--- src/rtl/core/esc_pkg.sv ---
// esc_pkg: shared types, register indexes and arithmetic helpers for the
// environmental sensor compensation block. No dependencies.
package esc_pkg;

  localparam int unsigned DivSteps = 32;

  localparam logic [2:0] CFG_TEMP_CAL  = 3'd0;
  localparam logic [2:0] CFG_PRESS_LOW = 3'd1;
  localparam logic [2:0] CFG_PRESS_MID = 3'd2;
  localparam logic [2:0] CFG_PRESS_HIGH = 3'd3;
  localparam logic [2:0] CFG_HUM_CAL   = 3'd4;

  localparam logic [31:0] PRESS_MAX = 32'd262143;
  localparam logic [31:0] HUM_MAX   = 32'd419430400;

  typedef struct packed {
    logic [47:0] temp_cal;
    logic [47:0] press_cal_low;
    logic [47:0] press_cal_mid;
    logic [47:0] press_cal_high;
    logic [63:0] hum_cal;
  } cal_t;

  // one divider stage: partial remainder, dividend/quotient word, divisor,
  // plus the finished side results riding along
  typedef struct packed {
    logic [31:0] rem;
    logic [31:0] num;
    logic [31:0] den;
    logic        dbl;
    logic        inv;
    logic [15:0] tc;
    logic [16:0] hq;
  } div_cell_t;

  typedef struct packed {
    logic [15:0] tc;
    logic [17:0] pa;
    logic        inv;
    logic [16:0] hq;
  } res_t;

  // arithmetic right shift of a 32-bit two's complement word
  function automatic logic [31:0] asr(input logic [31:0] x, input int unsigned n);
    return $unsigned($signed(x) >>> n);
  endfunction

  function automatic logic [31:0] sx16(input logic [15:0] x);
    return {{16{x[15]}}, x};
  endfunction

  function automatic logic [31:0] sx12(input logic [11:0] x);
    return {{20{x[11]}}, x};
  endfunction

  function automatic logic [31:0] sx8(input logic [7:0] x);
    return {{24{x[7]}}, x};
  endfunction

endpackage

--- src/rtl/core/esc_post.sv ---
// esc_post: 3-stage pressure correction after the divider, with saturation
// and the invalid override. Depends on esc_pkg.
module esc_post (
  input  logic                  clk,
  input  logic                  rst_n,
  input  logic                  en,
  input  esc_pkg::cal_t         cal,
  input  logic                  vld_i,
  input  esc_pkg::div_cell_t    d_i,
  output logic                  vld_o,
  output esc_pkg::res_t         r_o
);

  logic [31:0] p7, p8, p9, pq, pin, pf;
  logic [2:0]  vld_r;
  logic [31:0] b1_p_r, b1_a_r, b1_b_r, b2_p_r, b2_a_r, b2_b_r;
  logic [15:0] b1_tc_r, b2_tc_r;
  logic [16:0] b1_hq_r, b2_hq_r;
  logic        b1_inv_r, b2_inv_r;
  esc_pkg::res_t r_r;

  assign p7  = esc_pkg::sx16(cal.press_cal_high[15:0]);
  assign p8  = esc_pkg::sx16(cal.press_cal_high[31:16]);
  assign p9  = esc_pkg::sx16(cal.press_cal_high[47:32]);
  assign pin = d_i.dbl ? (d_i.num << 1) : d_i.num;
  assign pq  = pin >> 3;
  assign pf  = b2_p_r + esc_pkg::asr(b2_a_r + b2_b_r + p7, 4);

  always_ff @(posedge clk) begin
    if (!rst_n) begin
      vld_r <= '0;
    end else if (en) begin
      vld_r <= {vld_r[1:0], vld_i};
    end
  end

  always_ff @(posedge clk) begin
    if (en) begin
      b1_p_r   <= pin;
      b1_a_r   <= pq * pq;
      b1_b_r   <= (pin >> 2) * p8;
      b1_tc_r  <= d_i.tc;
      b1_hq_r  <= d_i.hq;
      b1_inv_r <= d_i.inv;
      b2_p_r   <= b1_p_r;
      b2_a_r   <= esc_pkg::asr(p9 * (b1_a_r >> 13), 12);
      b2_b_r   <= esc_pkg::asr(b1_b_r, 13);
      b2_tc_r  <= b1_tc_r;
      b2_hq_r  <= b1_hq_r;
      b2_inv_r <= b1_inv_r;
      r_r.tc   <= b2_tc_r;
      r_r.hq   <= b2_hq_r;
      r_r.inv  <= b2_inv_r;
      if (b2_inv_r) begin
        r_r.pa <= '0;
      end else if (pf > esc_pkg::PRESS_MAX) begin
        r_r.pa <= esc_pkg::PRESS_MAX[17:0];
      end else begin
        r_r.pa <= pf[17:0];
      end
    end
  end

  assign vld_o = vld_r[2];
  assign r_o   = r_r;

endmodule

--- config.mk ---
export PLATFORM = sky130hd
export DESIGN_NAME = esc_post
export DESIGN_NICKNAME = d
export VERILOG_FILES = /design/src/rtl/core/esc_pkg.sv /design/src/rtl/core/esc_post.sv
export SDC_FILE = /design/constraint.sdc
export NUM_CORES = 2
export LEC_CHECK = 0
export ABC_AREA = 1
export BUFFER_PORTS_ARGS = -buffer_cell sky130_fd_sc_hd__buf_4
export CAP_MARGIN = 40
export CORE_ASPECT_RATIO = 1.25
export CORE_MARGIN = 8
export CORE_UTILIZATION = 35
export CTS_CLUSTER_DIAMETER = 30
export CTS_CLUSTER_SIZE = 30
export DETAILED_ROUTE_END_ITERATION = 7
export PLACE_DENSITY_LB_ADDON = 0.12
export SETUP_SLACK_MARGIN = 0.4
export SYNTH_ARGS = -nofsm -noshare
export SYNTH_HDL_FRONTEND = slang
export SYNTH_SLANG_ARGS = --single-unit
export TNS_END_PERCENT = 20
--- constraint.sdc ---
create_clock -name clk -period 8.5 [get_ports clk]
set_input_delay 0.425 -clock clk [delete_from_list [all_inputs] [get_ports clk]]
set_output_delay 0.425 -clock clk [all_outputs]
set_load 0.1 [all_outputs]
==> summary.txt <==
outcome = complete, no violations
core area = 0.135 mm²
final setup fails = 0
Synth Warn # = 0
WP depth = 26
Die Area = 0.148 mm²
TritonCTS clock tree = built
antenna-violating nets left = 0
dominant synthesized flop cell = edfxtp_1
WL per Instance = 19.1 µm
Post-synth EDFFs = 261
global route total overflow = 0
Setup CP Type = in -> reg
Max clock buf depth = 3
Post-synth ARST share = 0
IO buf count = 171
GRT Overall Usage = 0.195
Initial Util = 0.352
RSZ-0062 raised after global routing = no
global-route wire length before repair = 225 mm
vias in the first global route = 39,200
# clock sinks = 264
Hold Vio Cnt, Final = 0
MaxCap Viol Count = 0
register-to-register path setup slack = 1.78 ns
Hold Path Class = in -> reg
CP max stage delay = 0.51 ns
reg2reg start = b1_a_r[23]
Crit path top cell by count = fa_1
fmax = 132 MHz
min Tclk post-route = 7.56 ns
CTS buffer count = 40
capturing point of the worst reg2reg path = b2_a_r[19]
Syn Inst Count = 5,541
clk_skew = 0.0210 ns
Slew headroom = 0.386
initial DRC count = 1,678
Top delay family on crit path = adder cells
largest net degree at the start of global routing = 122
Nets = 7,355
Placer Congestion = 0.893
clk root buf = clkbuf_16
Ports = 444
Worst setup EP type = flop
Die Y = 428 µm
antenna violations before repair = 4
Synth Area per Inst = 8.57 µm²
most frequent cells in the layout = 1,518 x inv_1, 1,182 x nand2_1, 922 x fa_1, 492 x nor2_1, 360 x ha_1
via count = 35,300
Worst Max-Slew Pin Slew = 0.922 ns
clock slew at reported path FFs = 0.06 ns
layout cell share with drive strength beyond 1 = 0.0660
Max stage delay cell, worst path = fa_1
most common cell after layout, fill and taps aside = inv_1
CP Data Arrival Time = 7.91 ns
crit path max fanout = 25
Register-to-Register Path Depth = 23
Yosys top cell by area = fa_1
Seq cells post-synth = 264
register area share after synthesis = 0.166
required time of the critical path = 8.85 ns
final WL = 143 mm
hold depth = 1
post-synth net total = 7,214
post-detail-place hpwl = 117 mm
synth unique cells = 49
final period utilization = 0.889
Clk Latency, worst-skew pair = 0.56 ns
Fill cells = 13,900
Synth top area share = 0.389
Die Wd = 346 µm
Slew Viols, Final = 0
CTS-repair resized insts = 0
DRC = 0
CP Buf/Inv Count = 7
FP Rows = 151
first-pass iteration count of the detailed router = 7
Layout area overhead = 10.6%
H-tree levels = 2
vias per cell = 4.72
CP Launch Type = primary input
Mapped Area = 0.0475 mm²
hold endpoint = b1_tc_r[10]
Setup TNS = 0 ns
ranking of synthesized cells by area = fa_1 39%, edfxtp_1 16%, inv_1 12%, ha_1 9.5%, nand2_1 9.3%
hold path startpoint = d_i[27]
worst max path at each step:
stage                 endpoint     from
floorplan           b1_a_r[31]  d_i[34]
global placement    b1_a_r[31]  d_i[34]
detailed placement  b1_a_r[30]  d_i[34]
CTS                 b1_a_r[30]  d_i[34]
global route        b1_a_r[25]  d_i[34]
finish              b1_a_r[30]  d_i[34]
through the flow:
stage | worst slack (ns) | instance area, µm² | std cells | hold WS [ns] | util
finish | 0.943 | 52500 | 7475 | 0.0421 | 0.389
floorplan | 1.34 | 47500 | 5541 | 0.400 | -
global route | 0.559 | 52500 | 7473 | 0.0106 | 0.389
detailed placement | 0.450 | 51100 | 7397 | 0.405 | 0.379
CTS | 1.04 | 52500 | 7473 | 0.00000322 | 0.389
global placement | 0.504 | 51100 | 7394 | 0.400 | 0.378
metal layers:
layer	GRT usage	wire (µm)	vias to the layer above	share of wire
met1	0.238	58400	17700	0.41
met3	0.0210	6170	209	0.043
met2	0.362	73500	869	0.52
met4	0.0554	4530	2	0.032
li1	-	-	16500	-
met5	0	7	-	0.000049
registers in the layout, indices dropped and copies added, names as in the netlist:
register	cells
b1_a_r	19
b1_b_r	19
b1_hq_r	17
b1_inv_r	1
b1_p_r	32
b1_tc_r	16
b2_a_r	20
b2_b_r	19
b2_hq_r	17
b2_inv_r	1
b2_p_r	32
b2_tc_r	16
r_o	52
vld_r	3
worst register-to-register path: stages (launching register included):
cell and delay (ns):
edfxtp_1 0.86, nand2_1 0.18, fa_1 0.57, inv_1 0.06, fa_1 0.54, inv_1 0.05
fa_1 0.48, fa_1 0.55, inv_1 0.06, fa_1 0.48, inv_1 0.05, fa_1 0.47
inv_1 0.04, ha_1 0.36, nand2_1 0.10, inv_1 0.08, nand3_1 0.09, or2_2 0.28
o211ai_1 0.25, a21oi_1 0.17, o21ai_0 0.45, nand2_1 0.17, nand3_1 0.11, nand2_1 0.05
area by class of cell:
| cell class | count | area (µm²) | area share |
|---|---|---|---|
| Timing Repair Buffer | 263 | 2100 | 0.0399 |
| Clock buffer | 47 | 1040 | 0.0198 |
| Tap cell | 1759 | 2200 | 0.0419 |
| Inverter | 1532 | 5750 | 0.109 |
| Multi-Input combinational cell | 3581 | 33200 | 0.632 |
| Clock inverter | 27 | 313 | 0.00596 |
| Sequential cell | 264 | 7900 | 0.150 |
| Antenna cell | 2 | 5.00 | 0.0000953 |
cells in the mapped netlist, drive strengths merged (4+ instances only):
| cell type | count |
|---|---|
| a211oi | 5 |
| a21boi | 5 |
| a21o | 12 |
| a21oi | 149 |
| a31oi | 7 |
| buf | 42 |
| clkbuf | 122 |
| clkinv | 7 |
| edfxtp | 261 |
| fa | 922 |
| ha | 360 |
| inv | 1525 |
| nand2 | 1187 |
| nand3 | 98 |
| nand3b | 9 |
| nand4 | 24 |
| nor2 | 494 |
| nor3 | 22 |
| nor4 | 10 |
| o211ai | 4 |
| o21a | 11 |
| o21ai | 88 |
| o21bai | 17 |
| o221ai | 5 |
| or2 | 18 |
| xnor2 | 45 |
| xor2 | 75 |
timing repair:
action / 4_1_cts / 5_1_grt
buffers inserted: 0 / 0
hold buffers: 2 / 0
hold endpoints to repair: 2 / 0
logic make-up after synthesis:
family	count (synthesis)	synth area share
AND/OR/NAND/NOR	1867	0.155
XOR/XNOR	120	0.0221
AO/OA/AOI/OAI	312	0.0382
buffers and inverters	1696	0.135
flip-flops	264	0.166
adder cells (fa/ha/maj)	1282	0.483
Power is not shown: default switching activity piles up to over one toggle a cycle in this logic, so the estimate is an artifact.
