<file path="config.mk">
export PLATFORM = sky130hd
export DESIGN_NAME = esc_div_cell
export DESIGN_NICKNAME = d
export VERILOG_FILES = /design/src/rtl/core/esc_pkg.sv /design/src/rtl/core/esc_div_cell.sv
export SDC_FILE = /design/constraint.sdc
export NUM_CORES = 1
export LEC_CHECK = 0
export CAP_MARGIN = 15
export CELL_PAD_IN_SITES_DETAIL_PLACEMENT = 1
export CELL_PAD_IN_SITES_GLOBAL_PLACEMENT = 1
export CORE_MARGIN = 2
export CORE_UTILIZATION = 43
export DETAILED_ROUTE_END_ITERATION = 12
export DONT_BUFFER_PORTS = 1
export PLACE_DENSITY_LB_ADDON = 0.1
export SYNTH_ARGS = -nofsm -noshare
export SYNTH_HDL_FRONTEND = slang
export SYNTH_SLANG_ARGS = --single-unit
</file>
<file path="constraint.sdc">
create_clock -name clk -period 4.78 [get_ports clk]
set_input_delay 0.956 -clock clk [delete_from_list [all_inputs] [get_ports clk]]
set_output_delay 0.956 -clock clk [all_outputs]
set_load 0.03 [all_outputs]
</file>
<file path="src/rtl/core/esc_pkg.sv">
// esc_pkg: shared types, register indexes and arithmetic helpers for the
// environmental sensor compensation block. No dependencies.
package esc_pkg;

  localparam int unsigned DivSteps = 32;

  localparam logic [2:0] CFG_TEMP_CAL  = 3'd0;
  localparam logic [2:0] CFG_PRESS_LOW = 3'd1;
  localparam logic [2:0] CFG_PRESS_MID = 3'd2;
  localparam logic [2:0] CFG_PRESS_HIGH = 3'd3;
  localparam logic [2:0] CFG_HUM_CAL   = 3'd4;

  localparam logic [31:0] PRESS_MAX = 32'd262143;
  localparam logic [31:0] HUM_MAX   = 32'd419430400;

  typedef struct packed {
    logic [47:0] temp_cal;
    logic [47:0] press_cal_low;
    logic [47:0] press_cal_mid;
    logic [47:0] press_cal_high;
    logic [63:0] hum_cal;
  } cal_t;

  // one divider stage: partial remainder, dividend/quotient word, divisor,
  // plus the finished side results riding along
  typedef struct packed {
    logic [31:0] rem;
    logic [31:0] num;
    logic [31:0] den;
    logic        dbl;
    logic        inv;
    logic [15:0] tc;
    logic [16:0] hq;
  } div_cell_t;

  typedef struct packed {
    logic [15:0] tc;
    logic [17:0] pa;
    logic        inv;
    logic [16:0] hq;
  } res_t;

  // arithmetic right shift of a 32-bit two's complement word
  function automatic logic [31:0] asr(input logic [31:0] x, input int unsigned n);
    return $unsigned($signed(x) >>> n);
  endfunction

  function automatic logic [31:0] sx16(input logic [15:0] x);
    return {{16{x[15]}}, x};
  endfunction

  function automatic logic [31:0] sx12(input logic [11:0] x);
    return {{20{x[11]}}, x};
  endfunction

  function automatic logic [31:0] sx8(input logic [7:0] x);
    return {{24{x[7]}}, x};
  endfunction

endpackage

</file>
<file path="src/rtl/core/esc_div_cell.sv">
// esc_div_cell: one restoring division step, registered; cells are chained
// to form the pressure divider. Depends on esc_pkg.
module esc_div_cell (
  input  logic                  clk,
  input  logic                  rst_n,
  input  logic                  en,
  input  logic                  vld_i,
  input  esc_pkg::div_cell_t    d_i,
  output logic                  vld_o,
  output esc_pkg::div_cell_t    d_o
);

  logic               vld_r;
  esc_pkg::div_cell_t d_r, d_nxt;
  logic [32:0]        rsh;
  logic [32:0]        diff;

  assign rsh  = {d_i.rem, d_i.num[31]};
  assign diff = rsh - {1'b0, d_i.den};

  always_comb begin
    d_nxt = d_i;
    if (!diff[32]) begin
      d_nxt.rem = diff[31:0];
      d_nxt.num = {d_i.num[30:0], 1'b1};
    end else begin
      d_nxt.rem = rsh[31:0];
      d_nxt.num = {d_i.num[30:0], 1'b0};
    end
  end

  always_ff @(posedge clk) begin
    if (!rst_n) begin
      vld_r <= 1'b0;
    end else if (en) begin
      vld_r <= vld_i;
    end
  end

  always_ff @(posedge clk) begin
    if (en) begin
      d_r <= d_nxt;
    end
  end

  assign vld_o = vld_r;
  assign d_o   = d_r;

endmodule

</file>
==> impl_metrics.tcl, run 1 <==
set metrics [dict create \
    result_of_the_run "complete, no violations" \
    post_synth.cell_area_avg_um2 13.5 \
    met2RoutedLength_um 8180 \
    post-route-worst-setup-slack_ns 1.34 \
    setup_viol_count_final 0 \
    post_cts_buffers 0 \
    max_clock_freq_mhz 291 \
    rsz0062_at_grt "no" \
    ant_nets 0 \
    cts_tree "built" \
    drt_met1_wl_um 6360 \
    cp_data_required_time_ns 4.94 \
    overall_fraction_of_global_route_tracks_in_use_pct 20.6 \
    row_count 44 \
    antenna_cells_inserted 0 \
    postRouteWirelength_um 16200 \
    fillerInstances 1437 \
    first_global_vias 4155 \
    netlist_instances 478 \
    clock_sinks 132 \
    syn-cell-area_um2 6460 \
    detailed_route_wire_length_per_cell_um 23.7 \
    route.top_layer_used "met4" \
    wire_length_of_the_first_global_routing_pass_um 25100 \
    critical_path.max_fanout 20 \
    worstMarginPinSlew_ns 0.656 \
    synth_area_leaders "sky130_fd_sc_hd__edfxtp_1, sky130_fd_sc_hd__ha_1, sky130_fd_sc_hd__mux2_4" \
    postCtsHoldBufs 0 \
    async_reset_ff_share_pct 0 \
    powerDensity_nw_per_um2 472 \
    timing.critical_path.from_type "primary input" \
    total_leakage_power_nw 2.87 \
    synth_enable_flop_cells 131 \
    die_h_um 127 \
    die_area_um2 16000 \
    floorplan.initialDensity_pct 44.3 \
    gr-total-overflow 0 \
    grt_antenna_before_repair 0 \
    clock-root-buffer "sky130_fd_sc_hd__clkbuf_16" \
    die_width_um 127 \
    buffer_ports.inserted 0 \
    drive_above_1_share_pct 13.6 \
    finalPower_w 0.00341 \
    fin_setup_tns_ns 0 \
    max-vdd-ir-drop_uv 238 \
    area.growth.synth_to_final_pct 11.9 \
    grt_start_max_net_pins 133 \
    place.gp.congestion 0.773 \
    worstPathArrival_ns 3.60 \
    yosys_top_cell_by_area "sky130_fd_sc_hd__edfxtp_1" \
    commonest_cells_in_the_netlist "sky130_fd_sc_hd__edfxtp_1, sky130_fd_sc_hd__a21oi_1, sky130_fd_sc_hd__inv_1" \
    first_iter_violations 225 \
    worstSetupPathType "in2reg" \
    critPathMostFrequentCell "sky130_fd_sc_hd__a21oi_1" \
    ys_warn_count 0 \
    clock_tree.htree_level_count 4 \
    yosysTopAreaCellShare_pct 60.9 \
    drt_pass1_iterations 4 \
    worstHoldPathType "in2reg" \
    synthMostInstantiatedCell "sky130_fd_sc_hd__edfxtp_1" \
    max_slew_margin_pct 56.0 \
    synth_nets 646 \
    yosys_most_used_dff "sky130_fd_sc_hd__edfxtp_1" \
    number_of_vias_per_cell 5.71 \
    seq_total_area_yosys_pct 61.2 \
    maxCapViolCount 0 \
    final-max-slew-violation-count 0 \
    tritoncts.num_buffers 17 \
    crit_path_capture_type "flop" \
    timing.final.crit_period_ns 3.44 \
    final_net_count 656 \
    cts_resized 0 \
    timing_hold_violations_final 0 \
    core_region_area_um2 14600 \
    pre_cts_ws_ns 0.890 \
    number_of_synthesized_register_bits 132 \
    fin_worst_skew_ns 0 \
    detailroute.wirelength.met3_um 1470 \
    io-pin-count 267 \
    routed-via-count 3911 \
    max-clock-path-buffers 2 \
    cp_slowest_stage_delay_ns 0.41 \
    place.detailed.hpwl_um 12500 \
    ys_types 50 \
    drc_errors 0 \
    crit_slowest_cell "sky130_fd_sc_hd__fa_1" \
    cts.clk_slew.worst_paths_ns 0.07 \
    final.period_utilization_pct 72.0 \
    timing.critical_path.cells "inv_1 -> ha_1 -> fa_1 -> nand2b_1 -> a21oi_1 -> o211ai_1 -> a21oi_1 -> o31a_2 -> mux2i_1 -> nor2_4 -> buf_4 -> mux2_2" \
    clock_insertion_delay_worst_skew_ns 0.41 \
]
through the flow:
stage | instance area [µm²] | hold slack (ns) | util [%] | instances
3_3_place_gp | 6640 | 0.681 | 45.5 | 653
6_report | 7230 | 0.630 | 49.6 | 685
3_5_place_dp | 6640 | 0.715 | 45.5 | 653
4_1_cts | 7230 | 0.612 | 49.6 | 685
2_1_floorplan | 6460 | 0.640 | - | 478
5_1_grt | 7230 | 0.609 | 49.6 | 685
final cells by class:
type | count | area, µm² | area share, %
Sequential cell | 132 | 3950 | 54.7
Multi-Input combinational cell | 297 | 2300 | 31.8
Clock buffer | 17 | 425 | 5.88
Tap cell | 184 | 230 | 3.18
Clock inverter | 15 | 169 | 2.33
Inverter | 38 | 143 | 1.97
Timing Repair Buffer | 2 | 15.0 | 0.208
final timing paths:
kind / from / to / slack [ns] / depth (start not counted)
worst max-delay path: d_i[98] / d_o[102]$_DFFE_PP_ / 1.34 / 12
worst min-delay path: d_i[52] / d_o[52]$_DFFE_PP_ / 0.63 / 0
worst min register to register: vld_o$_SDFFE_PN0P_ / vld_o$_SDFFE_PN0P_ / 0.73 / 2
worst max register to register: vld_o$_SDFFE_PN0P_ / vld_o$_SDFFE_PN0P_ / 3.87 / 2
cell families (layout without fill, tap and decap cells):
logic type                 after synthesis  in the layout  synth area share [%]
adders and majority gates               33             33                  6.50
muxes                                   34             34                  7.26
buffers and inverters                   49             72                  3.35
xor gates and xnor gates                23             23                  3.12
DFF                                    132            132                  61.2
AOI/OAI and AO/OA                      107            107                  10.6
and+or+nand+nor                        100            100                  8.01
layer usage:
metal | GRT usage, % | up-vias
met5 | 0 | -
met4 | 6.33 | 0
met3 | 8.39 | 19
met2 | 34.5 | 164
met1 | 24.3 | 1917
li1 | - | 1811
cells in the final DEF (no fill, tap or decap), types with 2 or more instances in the layout:
cell type and instances:
sky130_fd_sc_hd__clkinvlp_4 2, sky130_fd_sc_hd__buf_4 2, sky130_fd_sc_hd__xnor2_1 13, sky130_fd_sc_hd__o21bai_1 5, sky130_fd_sc_hd__nand4_1 6, sky130_fd_sc_hd__edfxtp_1 131
sky130_fd_sc_hd__a21oi_1 38, sky130_fd_sc_hd__nand3_1 10, sky130_fd_sc_hd__clkbuf_16 17, sky130_fd_sc_hd__nor2_1 18, sky130_fd_sc_hd__o21ai_0 17, sky130_fd_sc_hd__nor4b_1 2
sky130_fd_sc_hd__nand2b_1 8, sky130_fd_sc_hd__mux2_2 3, sky130_fd_sc_hd__mux2_4 25, sky130_fd_sc_hd__clkinv_4 3, sky130_fd_sc_hd__nand3b_1 2, sky130_fd_sc_hd__nand2_1 27
sky130_fd_sc_hd__and4_1 3, sky130_fd_sc_hd__o21a_1 5, sky130_fd_sc_hd__o31ai_1 2, sky130_fd_sc_hd__bufinv_16 2, sky130_fd_sc_hd__o211ai_1 6, sky130_fd_sc_hd__inv_6 6
sky130_fd_sc_hd__and3_1 4, sky130_fd_sc_hd__nor4_1 2, sky130_fd_sc_hd__inv_1 38, sky130_fd_sc_hd__a21bo_2 3, sky130_fd_sc_hd__mux2i_1 6, sky130_fd_sc_hd__or3_1 2
sky130_fd_sc_hd__nor2b_1 6, sky130_fd_sc_hd__xor2_1 10, sky130_fd_sc_hd__and2_1 3, sky130_fd_sc_hd__ha_1 32, sky130_fd_sc_hd__a21o_1 18, sky130_fd_sc_hd__a211oi_1 3
sky130_fd_sc_hd__nor3_1 4
where the power goes:
group	total, W	internal (W)	switching (W)
registers	0.00170	0.00142	0.000280
logic	0.000406	0.000196	0.000210
clock network	0.00130	0.000781	0.000522
total	0.00341	0.00240	0.00101
registers in the layout, indices dropped and copies added (netlist names):
signal / count
d_o: 131
vld_o: 1
worst max-delay path, delay by kind of cell:
kind,cells,cell delay [ns]
AOI/OAI and AO/OA,4,0.80
adders and majority gates,2,0.62
buffers and inverters,2,0.40
muxes,2,0.50
and+or+nand+nor,2,0.30
(Power assumes the default switching activity.)
==> run 2, diff against run 1 <==
==> constraint.sdc (replaced) <==
create_clock -name clk -period 2.8 [get_ports clk]
set_input_delay 0.56 -clock clk [delete_from_list [all_inputs] [get_ports clk]]
set_output_delay 0.56 -clock clk [all_outputs]
set_load 0.03 [all_outputs]
==> run 2 against run 1 <==
- combinational power grew 120%
- wire length rose by 8.5%
- register-to-register slack got worse by 1.9 ns
- worst setup slack worse by 1.2 ns
- sequential power grew 71%
==> impl_metrics.tcl, run 2 (synthesis results as in run 1) <==
set metrics [dict create \
    result_of_the_run "complete, no violations" \
    cts.clk_slew.worst_paths_ns 0.07 \
    worstSetupPathType "in2reg" \
    die_h_um 127 \
    power_switching_w 0.00178 \
    clock-root-buffer "sky130_fd_sc_hd__clkbuf_16" \
    die_width_um 127 \
    worstHoldPathType "in2reg" \
    overall_fraction_of_global_route_tracks_in_use_pct 22.0 \
    placed_cells_incl_taps 732 \
    buffer_ports.inserted 0 \
    final-max-slew-violation-count 0 \
    floorplan.initialDensity_pct 44.3 \
    max_clock_freq_mhz 372 \
    drc_errors 0 \
    place.gp.congestion 0.784 \
    switching_share_pct 29.2 \
    first_iter_violations 233 \
    clock_sinks 132 \
    io-pin-count 267 \
    area.growth.synth_to_final_pct 23.6 \
    drt_pass1_iterations 4 \
    worstMarginPinSlew_ns 0.493 \
    cp_data_required_time_ns 2.97 \
    fin_setup_tns_ns 0 \
    fin_worst_skew_ns 0 \
    total_leakage_power_nw 3.27 \
    number_of_vias_per_cell 5.49 \
    powerDensity_nw_per_um2 764 \
    crit_slowest_cell "sky130_fd_sc_hd__fa_2" \
    clock_power_share_pct 37.7 \
    hold_worst_slack_ns 0.222 \
    crit_path_capture_type "flop" \
    final.period_utilization_pct 95.9 \
    grt_antenna_before_repair 1 \
    max-vdd-ir-drop_uv 395 \
    cts_tree "built" \
    gr-total-overflow 0 \
    timing.critical_path.cells "inv_12 -> ha_4 -> fa_2 -> nand2b_4 -> a21oi_2 -> o211ai_1 -> a21oi_2 -> o31a_2 -> mux2i_4 -> nor2_4 -> buf_4 -> mux2_4" \
    grt_start_max_net_pins 133 \
    critical_path.max_fanout 4 \
    final-instance-count-excl-fill 766 \
    first_global_vias 4460 \
    timing_hold_violations_final 0 \
    routed-via-count 4208 \
    seqPwrFrac_pct 47.8 \
    drive_above_1_share_pct 28.1 \
    max-clock-path-buffers 2 \
    maxCapViolCount 0 \
    row_count 44 \
    final_net_count 736 \
    largest_register_ff_count 131 \
    worstPathArrival_ns 2.86 \
    min_delay_path_depth 0 \
    critPathMostFrequentCell "sky130_fd_sc_hd__a21oi_2" \
    wire_length_of_the_first_global_routing_pass_um 26300 \
    r2r.worst_path.cells 2 \
    max_slew_margin_pct 67.1 \
    ant_nets 0 \
    timing.critical_path.from_type "primary input" \
    share_comb_of_total_power_pct 14.6 \
    power.internal_w 0.00432 \
    clock_insertion_delay_worst_skew_ns 0.41 \
    tritoncts.num_buffers 17 \
    postCtsHoldBufs 0 \
    final_cell_mix "sky130_fd_sc_hd__edfxtp_1, sky130_fd_sc_hd__buf_4, sky130_fd_sc_hd__inv_1" \
    finalPower_w 0.00610 \
    layout.cells.most_common "sky130_fd_sc_hd__edfxtp_1" \
    detailed_route_wire_length_per_cell_um 23.0 \
    final_core_utilization_pct 54.8 \
    die_area_um2 16000 \
    timing.final.crit_period_ns 2.69 \
    cp_num_cells 12 \
    postRouteWirelength_um 17600 \
    timing.critical_path.buf_inv 2 \
    cp_slowest_stage_delay_ns 0.40 \
    place.detailed.hpwl_um 13600 \
    setup_viol_count_final 0 \
    timing.critical_path.max_delay_family "compound AO/OA/AOI/OAI gates" \
    clock_tree.htree_level_count 4 \
    core_region_area_um2 14600 \
]
[run 2: cell types whose count changed in the layout (fill, tap and decap cells not counted), sizes merged]
cell / delta
diode: +1
clkinv: -3
bufinv: +1
clkinvlp: +3
clkbuf: +2
inv: -3
buf: +80
[run 2: repair_timing]
action	in CTS	in global routing
setup buffers	0	1
resized for setup	0	12
setup endpoints to repair	0	31
hold endpoints to repair	0	0
[run 2: worst paths after layout]
kind	start	endpoint	slack [ns]
setup reg to reg	vld_o$_SDFFE_PN0P_	vld_o$_SDFFE_PN0P_	2.00
hold / removal	d_i[63]	d_o[63]$_DFFE_PP_	0.22
setup / recovery	d_i[98]	d_o[119]$_DFFE_PP_	0.11
hold reg to reg	vld_o$_SDFFE_PN0P_	vld_o$_SDFFE_PN0P_	0.68
[run 2: through the flow]
stage	cell area, µm²	setup WS (ns)
detailed placement	7320	-0.398
global route	7990	-0.00580
global placement	7320	-0.346
CTS	7930	0.0395
finish	7990	0.114
floorplan	6550	-0.149
[run 2: per-layer routing]
| metal | track usage, % | vias up | routed length (µm) | part of all wire [%] |
|---|---|---|---|---|
| met2 | 37.7 | 170 | 9050 | 51 |
| li1 | - | 1974 | - | - |
| met4 | 7.30 | 0 | 305 | 1.7 |
| met1 | 25.1 | 2045 | 6820 | 39 |
| met3 | 8.98 | 19 | 1410 | 8.0 |
| met5 | 0 | - | 0 | 0 |
[run 2: power by group through the flow]
stage | sequential (W) | combinational, W | clock, W
5_1_grt | 0.00293 | 0.000980 | 0.00240
6_report | 0.00291 | 0.000889 | 0.00230
3_5_place_dp | 0.00296 | 0.000869 | 0
3_3_place_gp | 0.00296 | 0.000846 | 0
2_1_floorplan | 0.00290 | 0.000586 | 0
4_1_cts | 0.00292 | 0.000877 | 0.00234
[run 2: final cells by class]
type | instances | area, µm²
fill | 1434 | 6600
clock inverter | 13 | 174
inverter | 38 | 155
timing repair buffer | 82 | 636
sequential | 132 | 3950
clock buffer | 19 | 433
multi-input combinational | 297 | 2400
tap | 184 | 230
antenna | 1 | 2.50
[run 2: worst register-to-register path: stages, from the launching register on]
cell                      delay (ns)
sky130_fd_sc_hd__dfxtp_1        0.51
sky130_fd_sc_hd__mux2i_1        0.12
sky130_fd_sc_hd__nor2b_1        0.11
==> run 3, diff against run 2 <==
--- a/config.mk
+++ b/config.mk
@@ -10,6 +10,7 @@
 export CELL_PAD_IN_SITES_GLOBAL_PLACEMENT = 1
 export CORE_MARGIN = 2
 export CORE_UTILIZATION = 43
+export CTS_BUF_LIST = sky130_fd_sc_hd__clkbuf_4
 export DETAILED_ROUTE_END_ITERATION = 12
 export DONT_BUFFER_PORTS = 1
 export PLACE_DENSITY_LB_ADDON = 0.1
==> run 3 against run 2 <==
- sequential cell count unchanged
- global-route usage decreased by 0.45 points
- clock skew unchanged
- register-to-register slack got worse by 0.02 ns
- maximum frequency increased by 2.3%
==> impl_metrics.tcl, run 3 (synthesis results as in run 1) <==
set metrics [dict create \
    final_net_count 735 \
    cts.clk_slew.worst_paths_ns 0.14 \
    clock_tree.htree_level_count 4 \
    row_count 44 \
    rsz0062_at_grt "no" \
    timing.critical_path.cells "inv_12 -> ha_4 -> fa_2 -> nand2b_4 -> a21oi_2 -> o211ai_1 -> a21oi_1 -> o31a_2 -> mux2i_1 -> nor2_4 -> buf_4 -> mux2_4" \
    timing_hold_violations_final 0 \
    clock_power_share_pct 27.2 \
    critical_path.max_fanout 7 \
    wire_length_of_the_first_global_routing_pass_um 25900 \
    crit_slowest_cell "sky130_fd_sc_hd__fa_2" \
    drive_above_1_share_pct 27.1 \
    hold_worst_slack_ns 0.0809 \
    cts_resized 0 \
    total_leakage_power_nw 3.14 \
    switching_share_pct 31.6 \
    grt_start_max_net_pins 133 \
    rrSetupSlack_ns 1.98 \
    worst_hold_path.endpoint "d_o[51]$_DFFE_PP_" \
    min_delay_path_depth 0 \
    seqPwrFrac_pct 56.1 \
    drt_pass1_iterations 4 \
    placed_cells_incl_taps 732 \
    worstSetupPathType "in2reg" \
    ant_nets 0 \
    tritoncts.num_buffers 17 \
    final_cell_mix "sky130_fd_sc_hd__edfxtp_1, sky130_fd_sc_hd__buf_4, sky130_fd_sc_hd__inv_1, sky130_fd_sc_hd__a21oi_1, sky130_fd_sc_hd__ha_1" \
    first_global_vias 4412 \
    grt_antenna_before_repair 1 \
    powerDensity_nw_per_um2 679 \
    postCtsHoldBufs 0 \
    worstHoldPathType "in2reg" \
    result_of_the_run "complete, no violations" \
    setup_viol_count_final 0 \
    largest_register_ff_count 131 \
    clock_insertion_delay_worst_skew_ns 0.53 \
    worst_hold_startpoint "d_i[51]" \
    fillerInstances 1458 \
    r2r_start "vld_o$_SDFFE_PN0P_" \
    cp_data_required_time_ns 3.10 \
    clock-root-buffer "sky130_fd_sc_hd__clkbuf_4" \
    share_comb_of_total_power_pct 16.7 \
    die_area_um2 16000 \
    floorplan.initialDensity_pct 44.3 \
    maxCapViolCount 0 \
    timing.critical_path.buf_inv 2 \
    timing.critical_path.max_delay_family "compound AO/OA/AOI/OAI gates" \
    worstMarginPinSlew_ns 0.444 \
    final-instance-count-excl-fill 765 \
    gr-total-overflow 0 \
    max_slew_margin_pct 69.7 \
    timing.final.crit_period_ns 2.63 \
    cp_slowest_stage_delay_ns 0.40 \
    clock_sinks 132 \
    crit_path_capture_type "flop" \
    overall_fraction_of_global_route_tracks_in_use_pct 21.6 \
    buffer_ports.inserted 0 \
    routed-via-count 4151 \
    first_iter_violations 171 \
    r2r.worst_path.cells 2 \
    max_clock_freq_mhz 381 \
    post_cts_buffers 0 \
    place.gp.congestion 0.784 \
    max-clock-path-buffers 2 \
    layout.cells.most_common "sky130_fd_sc_hd__edfxtp_1" \
    power.internal_w 0.00355 \
    worst_r2r_endpoint "vld_o$_SDFFE_PN0P_" \
    final-max-slew-violation-count 0 \
    io-pin-count 267 \
    worstPathArrival_ns 2.92 \
    power_switching_w 0.00164 \
    die_width_um 127 \
    final.period_utilization_pct 93.8 \
    core_region_area_um2 14600 \
    max-vdd-ir-drop_uv 249 \
    detailed_route_wire_length_per_cell_um 22.4 \
    postRouteWirelength_um 17100 \
    area.growth.synth_to_final_pct 18.2 \
    fin_worst_skew_ns 0 \
    number_of_vias_per_cell 5.43 \
    timing.critical_path.from_type "primary input" \
    die_h_um 127 \
    place.detailed.hpwl_um 13600 \
    drc_errors 0 \
    cts_tree "built" \
]
## run 3: cell types whose count changed in the layout (fill, tap and decap cells not counted), sizes merged
| cell | previous run | this run |
|---|---|---|
| buf | 82 | 81 |
## run 3: worst max path at each step
stage / from / to / slack [ns] / depth (start not counted)
4_1_cts: d_i[98] / d_o[125]$_DFFE_PP_ / 0.22 / 12
2_1_floorplan: d_i[98] / d_o[103]$_DFFE_PP_ / -0.15 / 12
6_report: d_i[98] / d_o[125]$_DFFE_PP_ / 0.17 / 12
3_3_place_gp: d_i[98] / d_o[125]$_DFFE_PP_ / -0.35 / 11
5_1_grt: d_i[42] / d_o[125]$_DFFE_PP_ / 0.02 / 10
3_5_place_dp: d_i[98] / d_o[125]$_DFFE_PP_ / -0.40 / 12
## run 3: per-layer routing
layer	vias to the layer above	wire, µm	global-route usage [%]
met4	0	347	7.76
met5	-	0	0
met3	22	1420	8.18
met1	1998	6750	25.0
li1	1967	-	-
met2	164	8600	36.6
## run 3: final cells by class
class	count	area [µm²]	area share [%]
Clock buffer	19	143	1.87
Inverter	38	155	2.03
Antenna cell	1	2.50	0.0328
Multi-Input combinational cell	297	2360	30.9
Clock inverter	13	174	2.28
Timing Repair Buffer	81	621	8.12
Tap cell	184	230	3.01
Sequential cell	132	3950	51.8
## run 3: power groups by stage
| stage | clock (W) | sequential (W) | combinational [W] |
|---|---|---|---|
| after floorplan | 0 | 0.00290 | 0.000586 |
| after global placement | 0 | 0.00296 | 0.000846 |
| after detailed placement | 0 | 0.00296 | 0.000869 |
| after CTS | 0.00146 | 0.00292 | 0.000873 |
| after global routing | 0.00152 | 0.00292 | 0.000960 |
| final | 0.00141 | 0.00291 | 0.000867 |
## run 3: per-stage QoR
step / setup TNS (ns) / total power (W) / cell area (µm²) / worst slack (ns) / utilization (%)
after floorplan: -3.66 / 0.00349 / 6550 / -0.149 / -
after global placement: -8.99 / 0.00380 / 7320 / -0.346 / 50.2
after detailed placement: -11.48 / 0.00383 / 7320 / -0.398 / 50.2
after CTS: 0 / 0.00525 / 7640 / 0.215 / 52.3
after global routing: 0 / 0.00540 / 7640 / 0.0185 / 52.4
final: 0 / 0.00519 / 7640 / 0.174 / 52.4
